==> src/rtl/tfvc_pkg.sv <==
`timescale 1ns / 1ps

package tfvc_pkg;

    localparam int unsigned WEIGHT_W = 16;
    localparam int unsigned TIMER_W  = 16;
    localparam int unsigned TOGGLE_W = 8;
    localparam int unsigned DEB_W    = 2;
    localparam int unsigned CFG_IDX_W  = 3;
    localparam int unsigned CFG_DATA_W = 16;

    // register indexes on the config port
    localparam logic [CFG_IDX_W-1:0] CFG_RUN_ENABLE     = 3'd0;
    localparam logic [CFG_IDX_W-1:0] CFG_FULL_ON_LEVEL  = 3'd1;
    localparam logic [CFG_IDX_W-1:0] CFG_FULL_OFF_LEVEL = 3'd2;
    localparam logic [CFG_IDX_W-1:0] CFG_TOP_UP_LEVEL   = 3'd3;
    localparam logic [CFG_IDX_W-1:0] CFG_FILL_TIMEOUT   = 3'd4;
    localparam logic [CFG_IDX_W-1:0] CFG_VALVE_HOLD     = 3'd5;
    localparam logic [CFG_IDX_W-1:0] CFG_TOGGLE_PERIOD  = 3'd6;
    localparam logic [CFG_IDX_W-1:0] CFG_HEATER_HOLD    = 3'd7;

    // reset values
    localparam logic                RST_RUN_ENABLE     = 1'b1;
    localparam logic [WEIGHT_W-1:0] RST_FULL_ON_LEVEL  = 16'd1000;
    localparam logic [WEIGHT_W-1:0] RST_FULL_OFF_LEVEL = 16'd900;
    localparam logic [WEIGHT_W-1:0] RST_TOP_UP_LEVEL   = 16'd1700;
    localparam logic [TIMER_W-1:0]  RST_FILL_TIMEOUT   = 16'd12000;
    localparam logic [TIMER_W-1:0]  RST_VALVE_HOLD     = 16'd20;
    localparam logic [TOGGLE_W-1:0] RST_TOGGLE_PERIOD  = 8'd50;
    localparam logic [TIMER_W-1:0]  RST_HEATER_HOLD    = 16'd700;

    localparam logic OP_FAST = 1'b0;
    localparam logic OP_SLOW = 1'b1;

    // hold timer slots
    localparam int unsigned NUM_TIMERS = 3;
    localparam int unsigned T_HEATER = 0;
    localparam int unsigned T_VALVE  = 1;
    localparam int unsigned T_FULL   = 2;

    localparam logic [DEB_W-1:0] DEB_MAX = 2'd3;

    typedef struct packed {
        logic                run_enable;
        logic [WEIGHT_W-1:0] full_on_level;
        logic [WEIGHT_W-1:0] full_off_level;
        logic [WEIGHT_W-1:0] top_up_level;
        logic [TIMER_W-1:0]  fill_timeout;
        logic [TIMER_W-1:0]  valve_hold;
        logic [TOGGLE_W-1:0] toggle_period;
        logic [TIMER_W-1:0]  heater_hold;
    } cfg_t;

    typedef struct packed {
        logic                operation;
        logic                sensor_one_level;
        logic                sensor_two_level;
        logic [WEIGHT_W-1:0] weight;
        logic                intake_active;
    } in_t;

    typedef struct packed {
        logic heater_on;
        logic fill_valve_on;
        logic full_signal_on;
        logic sensor_one_detect;
        logic sensor_two_detect;
        logic tank_full;
        logic fill_error;
    } out_t;

endpackage

==> src/rtl/tfvc_cfg_regs.sv <==
`timescale 1ns / 1ps

module tfvc_cfg_regs (
    input  logic                               aclk,
    input  logic                               aresetn,
    input  logic                               cfg_wr_en,
    input  logic [tfvc_pkg::CFG_IDX_W-1:0]     cfg_index,
    input  logic [tfvc_pkg::CFG_DATA_W-1:0]    cfg_wdata,
    output tfvc_pkg::cfg_t                     cfg
);
    import tfvc_pkg::*;

    cfg_t cfg_reg;

    assign cfg = cfg_reg;

    always_ff @(posedge aclk) begin
        if (!aresetn) begin
            cfg_reg.run_enable     <= RST_RUN_ENABLE;
            cfg_reg.full_on_level  <= RST_FULL_ON_LEVEL;
            cfg_reg.full_off_level <= RST_FULL_OFF_LEVEL;
            cfg_reg.top_up_level   <= RST_TOP_UP_LEVEL;
            cfg_reg.fill_timeout   <= RST_FILL_TIMEOUT;
            cfg_reg.valve_hold     <= RST_VALVE_HOLD;
            cfg_reg.toggle_period  <= RST_TOGGLE_PERIOD;
            cfg_reg.heater_hold    <= RST_HEATER_HOLD;
        end else if (cfg_wr_en) begin
            unique case (cfg_index)
                CFG_RUN_ENABLE:     cfg_reg.run_enable     <= cfg_wdata[0];
                CFG_FULL_ON_LEVEL:  cfg_reg.full_on_level  <= cfg_wdata[WEIGHT_W-1:0];
                CFG_FULL_OFF_LEVEL: cfg_reg.full_off_level <= cfg_wdata[WEIGHT_W-1:0];
                CFG_TOP_UP_LEVEL:   cfg_reg.top_up_level   <= cfg_wdata[WEIGHT_W-1:0];
                CFG_FILL_TIMEOUT:   cfg_reg.fill_timeout   <= cfg_wdata[TIMER_W-1:0];
                CFG_VALVE_HOLD:     cfg_reg.valve_hold     <= cfg_wdata[TIMER_W-1:0];
                CFG_TOGGLE_PERIOD:  cfg_reg.toggle_period  <= cfg_wdata[TOGGLE_W-1:0];
                CFG_HEATER_HOLD:    cfg_reg.heater_hold    <= cfg_wdata[TIMER_W-1:0];
            endcase
        end
    end

endmodule

==> src/rtl/tank_fill_valve_controller_core.sv <==
`timescale 1ns / 1ps

// Tank fill controller core. Each tick transaction (fast or slow) is applied to the
// internal state in the cycle it is accepted and yields one result transaction from
// the output register in the next cycle. Throughput is one tick per clock; the output
// register holds a result while the sink stalls and a new tick is taken in the same
// cycle the held result leaves. Config writes take effect at the next clock edge and
// are to be issued only while no tick is in flight.
module tank_fill_valve_controller_core (
    input  logic                               aclk,
    input  logic                               aresetn,
    input  logic                               s_valid,
    output logic                               s_ready,
    input  tfvc_pkg::in_t                      s_data,
    output logic                               m_valid,
    input  logic                               m_ready,
    output tfvc_pkg::out_t                     m_data,
    input  logic                               cfg_wr_en,
    input  logic [tfvc_pkg::CFG_IDX_W-1:0]     cfg_index,
    input  logic [tfvc_pkg::CFG_DATA_W-1:0]    cfg_wdata
);
    import tfvc_pkg::*;

    cfg_t cfg;

    tfvc_cfg_regs u_cfg (
        .aclk      (aclk),
        .aresetn   (aresetn),
        .cfg_wr_en (cfg_wr_en),
        .cfg_index (cfg_index),
        .cfg_wdata (cfg_wdata),
        .cfg       (cfg)
    );

    logic [DEB_W-1:0]    deb_cnt_reg   [2];
    logic [DEB_W-1:0]    deb_cnt_next  [2];
    logic                detect_reg    [2];
    logic                detect_next   [2];
    logic [TIMER_W-1:0]  timer_reg     [NUM_TIMERS];
    logic [TIMER_W-1:0]  timer_next    [NUM_TIMERS];
    logic                level_reg     [NUM_TIMERS];
    logic                level_next    [NUM_TIMERS];
    logic [TOGGLE_W-1:0] toggle_cnt_reg, toggle_cnt_next;
    logic                toggle_phase_reg, toggle_phase_next;
    logic                full_reg, full_next;
    logic [TIMER_W-1:0]  elapsed_reg, elapsed_next;
    logic                error_reg, error_next;
    logic                m_valid_reg;
    out_t                m_data_reg, m_data_next;
    logic                pins [2];
    logic                accept;

    assign s_ready = !m_valid_reg || m_ready;
    assign accept  = s_valid && s_ready;
    assign m_valid = m_valid_reg;
    assign m_data  = m_data_reg;
    assign pins[0] = s_data.sensor_one_level;
    assign pins[1] = s_data.sensor_two_level;

    always_comb begin
        for (int k = 0; k < 2; k++) begin
            deb_cnt_next[k] = deb_cnt_reg[k];
            detect_next[k]  = detect_reg[k];
        end
        for (int i = 0; i < NUM_TIMERS; i++) begin
            timer_next[i] = timer_reg[i];
            level_next[i] = level_reg[i];
        end
        toggle_cnt_next   = toggle_cnt_reg;
        toggle_phase_next = toggle_phase_reg;
        full_next         = full_reg;
        elapsed_next      = elapsed_reg;
        error_next        = error_reg;

        if (s_data.operation == OP_FAST) begin
            // active-low pins; detection on the fourth straight low tick
            for (int k = 0; k < 2; k++) begin
                if (!pins[k]) begin
                    detect_next[k] = (deb_cnt_reg[k] == DEB_MAX);
                    if (deb_cnt_reg[k] != DEB_MAX)
                        deb_cnt_next[k] = deb_cnt_reg[k] + 1'b1;
                end else begin
                    deb_cnt_next[k] = '0;
                    detect_next[k]  = 1'b0;
                end
            end
            for (int i = 0; i < NUM_TIMERS; i++) begin
                level_next[i] = (timer_reg[i] != '0);
                if (timer_reg[i] != '0)
                    timer_next[i] = timer_reg[i] - 1'b1;
            end
        end else begin
            toggle_cnt_next = toggle_cnt_reg + 1'b1;
            if (toggle_cnt_reg > cfg.toggle_period) begin
                toggle_cnt_next   = '0;
                toggle_phase_next = !toggle_phase_reg;
                timer_next[T_HEATER] = toggle_phase_reg ? cfg.heater_hold : '0;
            end

            if (cfg.run_enable) begin
                if (!full_reg)
                    full_next = (s_data.weight > cfg.full_on_level);
                else
                    full_next = !(s_data.weight < cfg.full_off_level);

                priority if (full_next) begin
                    timer_next[T_FULL] = cfg.valve_hold;
                    elapsed_next       = '0;
                    error_next         = 1'b0;
                    if (!s_data.intake_active && s_data.weight < cfg.top_up_level)
                        timer_next[T_VALVE] = cfg.valve_hold;
                end else if (error_reg) begin
                    timer_next[T_VALVE] = '0;
                end else if (!s_data.intake_active) begin
                    if (elapsed_reg >= cfg.fill_timeout) begin
                        elapsed_next        = '0;
                        error_next          = 1'b1;
                        timer_next[T_VALVE] = '0;
                    end else begin
                        elapsed_next        = elapsed_reg + 1'b1;
                        timer_next[T_VALVE] = cfg.valve_hold;
                    end
                end else begin
                    elapsed_next        = '0;
                    timer_next[T_VALVE] = '0;
                end
            end
        end

        m_data_next.heater_on         = level_next[T_HEATER];
        m_data_next.fill_valve_on     = level_next[T_VALVE];
        m_data_next.full_signal_on    = level_next[T_FULL];
        m_data_next.sensor_one_detect = detect_next[0];
        m_data_next.sensor_two_detect = detect_next[1];
        m_data_next.tank_full         = full_next;
        m_data_next.fill_error        = error_next;
    end

    always_ff @(posedge aclk) begin
        if (!aresetn) begin
            for (int k = 0; k < 2; k++) begin
                deb_cnt_reg[k] <= '0;
                detect_reg[k]  <= 1'b0;
            end
            for (int i = 0; i < NUM_TIMERS; i++) begin
                timer_reg[i] <= '0;
                level_reg[i] <= 1'b0;
            end
            toggle_cnt_reg   <= '0;
            toggle_phase_reg <= 1'b0;
            full_reg         <= 1'b0;
            elapsed_reg      <= '0;
            error_reg        <= 1'b0;
            m_valid_reg      <= 1'b0;
        end else begin
            if (accept) begin
                for (int k = 0; k < 2; k++) begin
                    deb_cnt_reg[k] <= deb_cnt_next[k];
                    detect_reg[k]  <= detect_next[k];
                end
                for (int i = 0; i < NUM_TIMERS; i++) begin
                    timer_reg[i] <= timer_next[i];
                    level_reg[i] <= level_next[i];
                end
                toggle_cnt_reg   <= toggle_cnt_next;
                toggle_phase_reg <= toggle_phase_next;
                full_reg         <= full_next;
                elapsed_reg      <= elapsed_next;
                error_reg        <= error_next;
                m_valid_reg      <= 1'b1;
            end else if (m_ready) begin
                m_valid_reg <= 1'b0;
            end
        end
    end

    always_ff @(posedge aclk) begin
        if (accept)
            m_data_reg <= m_data_next;
    end

endmodule
==> config.mk <==
export PLATFORM = sky130hd
export DESIGN_NAME = tank_fill_valve_controller_core
export DESIGN_NICKNAME = d
export VERILOG_FILES = /design/src/rtl/tfvc_pkg.sv /design/src/rtl/tfvc_cfg_regs.sv /design/src/rtl/tank_fill_valve_controller_core.sv
export SDC_FILE = /design/constraint.sdc
export NUM_CORES = 1
export LEC_CHECK = 0
export ABC_AREA = 1
export BUFFER_PORTS_ARGS = -buffer_cell sky130_fd_sc_hd__buf_2
export CORE_MARGIN = 2
export CORE_UTILIZATION = 44
export CTS_BUF_LIST = sky130_fd_sc_hd__clkbuf_2
export DETAILED_ROUTE_END_ITERATION = 8
export GPL_ROUTABILITY_DRIVEN = 0
export PLACE_DENSITY = 0.63
export SLEW_MARGIN = 40
export SYNTH_ARGS = -nofsm -noshare
export SYNTH_HDL_FRONTEND = slang
export SYNTH_SLANG_ARGS = --single-unit
==> constraint.sdc <==
create_clock -name aclk -period 3.95 [get_ports aclk]
set_input_delay 0.395 -clock aclk [delete_from_list [all_inputs] [get_ports aclk]]
set_output_delay 0.395 -clock aclk [all_outputs]
set_load 0.03 [all_outputs]
==> run summary <==
Vias per Instance -> 5.040
reg-to-reg startpoint -> elapsed_reg[11]
Post-Synthesis Cell Area -> 11110 um2
Tot Pwr -> 3.823 mW
DP Area -> 11630 um2
Root Driver -> clkbuf_2
vias in the first global route -> 8630
CTS resizes -> 0
Final nets -> 1617
Crit. End Element -> register
Starting Density -> 44.51%
RSZ-0062 raised after global routing -> false
CTS tree -> built
r2r endpoint -> timer_reg[0][20]
die span in x -> 162.9 um
Setup crit start -> elapsed_reg[11]
final-report setup violation count -> 0
DR vias -> 9273
Multi-input gate area -> 5528 um2
die height -> 162.9 um
Inserted Clock Buffers -> 17
Synth Instances -> 1444
hold_buf cts -> 24
synth top area cells -> dfxtp_1 (24%), edfxtp_1 (17%), nand2_1 (9.4%)
later-pin clock latency in the skew report -> 0.80 ns
global-route wire length before repair -> 44930 um
DR WL/cell -> 15.25 um
complex-gate fraction of the synthesized area -> 14.69%
worst-margin pin slew -> 0.7196 ns
Post-Syn Nets -> 1565
clk sinks -> 197
Congestion Overflow GR -> 0
largest family of logic cells by synthesized area -> simple AND/OR/NAND/NOR gates
xor-xnor portion of the synthesized cell area -> 2.286%
Yosys top cell area share -> 23.96%
Worst Hold Launch -> cfg_wr_en
Adder-Cell Fraction of Synth Area -> 8.670%
# Post-CTS Setup Buffers -> 0
clk slew on worst S/H paths -> 0.30 ns
reg2reg setup slack -> 1.23 ns
Hold Crit Class -> in2reg
Synth cell types -> 46
Syn. warnings -> 0
Post-Layout Inst Area -> 12070 um2
max-cap violations -> 0
leakage power -> 5.366 nW
final WL -> 28050 um
Post-Synth Simple-Gate Area -> 24.02%
Core ar. -> 24960 um2
Rel. slew slack -> 52.03%
initial drt markers -> 582
register area share after synthesis -> 41.26%
DRT antenna net count -> 0
Critical Path RT -> 4.49 ns
# IOs -> 53
drt drc -> 0
FILL cells -> 2545
post-synthesis mux area share -> 0%
worst vdd ir -> 0.1578 mV
Synth area leader -> dfxtp_1
Worst Reg-to-Reg Cells -> 12
Layout area overhead -> 8.637%
Power Dens Cells -> 316.7 nW/um2
final hold vios -> 0
Hold WS -> 0.07320 ns
commonest non-fill, non-tap cell in the layout -> nand2_1
final period utilization -> 68.87%
Final min period -> 2.721 ns
pin count of the biggest net entering global routing -> 108
FF+latch count, synth -> 197
Slew Limit Fails -> 0
Fin Setup TNS -> 0 ns
die area -> 26540 um2
GRT Util Overall -> 21.69%
commonest cells after routing, fill and taps aside -> nand2_1 (279), inv_1 (184), nor2_1 (156)
Rows -> 58
syn avg cell area -> 7.695 um2
port buffer count -> 52
CP endpoint -> timer_reg[0][20]
Storage cell area -> 4584 um2
CP Data Arrival Time -> 3.26 ns
number of flip-flops under the largest register name -> 105
CP max FO -> 16
Setup CP Type -> reg2reg
drt first pass iters -> 6
clk buf depth -> 2
Fin Clk Skew -> 0.04162 ns
Worst setup SP type -> register
initial antenna violation count -> 1
fmax -> 367.6 MHz
CTS H-tree depth -> 4
Post-DP HPWL -> 19770 um
fraction of layout cells with a size suffix above 1 -> 11.41%
outcome -> finished clean
## logic make-up after synthesis
logic type | Yosys count
and+or+nand+nor | 592
buffers and inverters | 257
xor gates and xnor gates | 29
AOI/OAI and AO/OA | 292
DFF | 197
adders and majority gates | 77
## power by group
part           switching [mW]  total, mW  internal [mW]
logic                   0.421      0.625          0.205
clock network           0.711      0.940          0.229
registers              0.0529       2.26           2.21
## Yosys cell counts, drive strengths merged
master	count
nand2	295
inv	201
nor2	177
a21oi	145
dfxtp	133
o21ai	103
ha	77
edfxtp	64
nand4	44
nand3	43
clkbuf	35
o211ai	27
xor2	24
nor3	23
buf	18
a31oi	6
xnor2	5
clkinv	3
nand3b	3
o21a	3
a21boi	2
a21o	2
and3	2
or2	2
a211o	1
a221oi	1
a311o	1
and2	1
nor3b	1
nor4	1
o21bai	1
## area by class of cell
cell class / count / share of cell area, %
clock buffer: 18 / 0.7463
inverter: 204 / 6.343
multi-input combinational: 990 / 45.79
clock inverter: 13 / 0.8810
timing repair buffer: 86 / 4.799
tap: 330 / 3.420
antenna: 2 / 0.04146
sequential: 197 / 37.98
## worst max-delay path, stage by stage, from the launching register on
cell     delay [ns]
dfxtp_1        0.44
ha_1           0.32
nand2_1        0.06
inv_2          0.05
nand3_1        0.08
nor3_2         0.21
nand2_1        0.38
nand3_4        0.28
nor2_4         0.05
nand2_2        0.11
nand2_4        0.25
nand2_1        0.15
a21oi_1        0.07
## through the flow
step                      utilization, %  worst slack [ns]  cells
after detailed placement           46.59             1.127   1783
after floorplan                        -            0.9829   1444
after global routing               48.36            0.8774   1840
final                              48.36             1.229   1840
after CTS                          48.34             1.214   1838
after global placement             46.56             1.142   1783
## worst min-delay path by stage
stage | endpoint | slack (ns) | cells after the start
after global routing | u_cfg.cfg[104] | 0.08 | 5
after CTS | u_cfg.cfg[104] | 0.02 | 5
after floorplan | toggle_cnt_reg[7] | 0.43 | 1
after detailed placement | u_cfg.cfg[7] | 0.45 | 2
final | u_cfg.cfg[104] | 0.07 | 5
after global placement | u_cfg.cfg[28] | 0.44 | 2
## routing by layer
layer  global-route usage [%]  up-vias  share of wire (%)
li1                         -     4865                  -
met1                    29.54     4233                 48
met5                        0        -                  0
met2                    35.71      144                 46
met3                    3.132       31                3.8
met4                    6.637        0                2.0
Power figures use the tool's default switching activity.
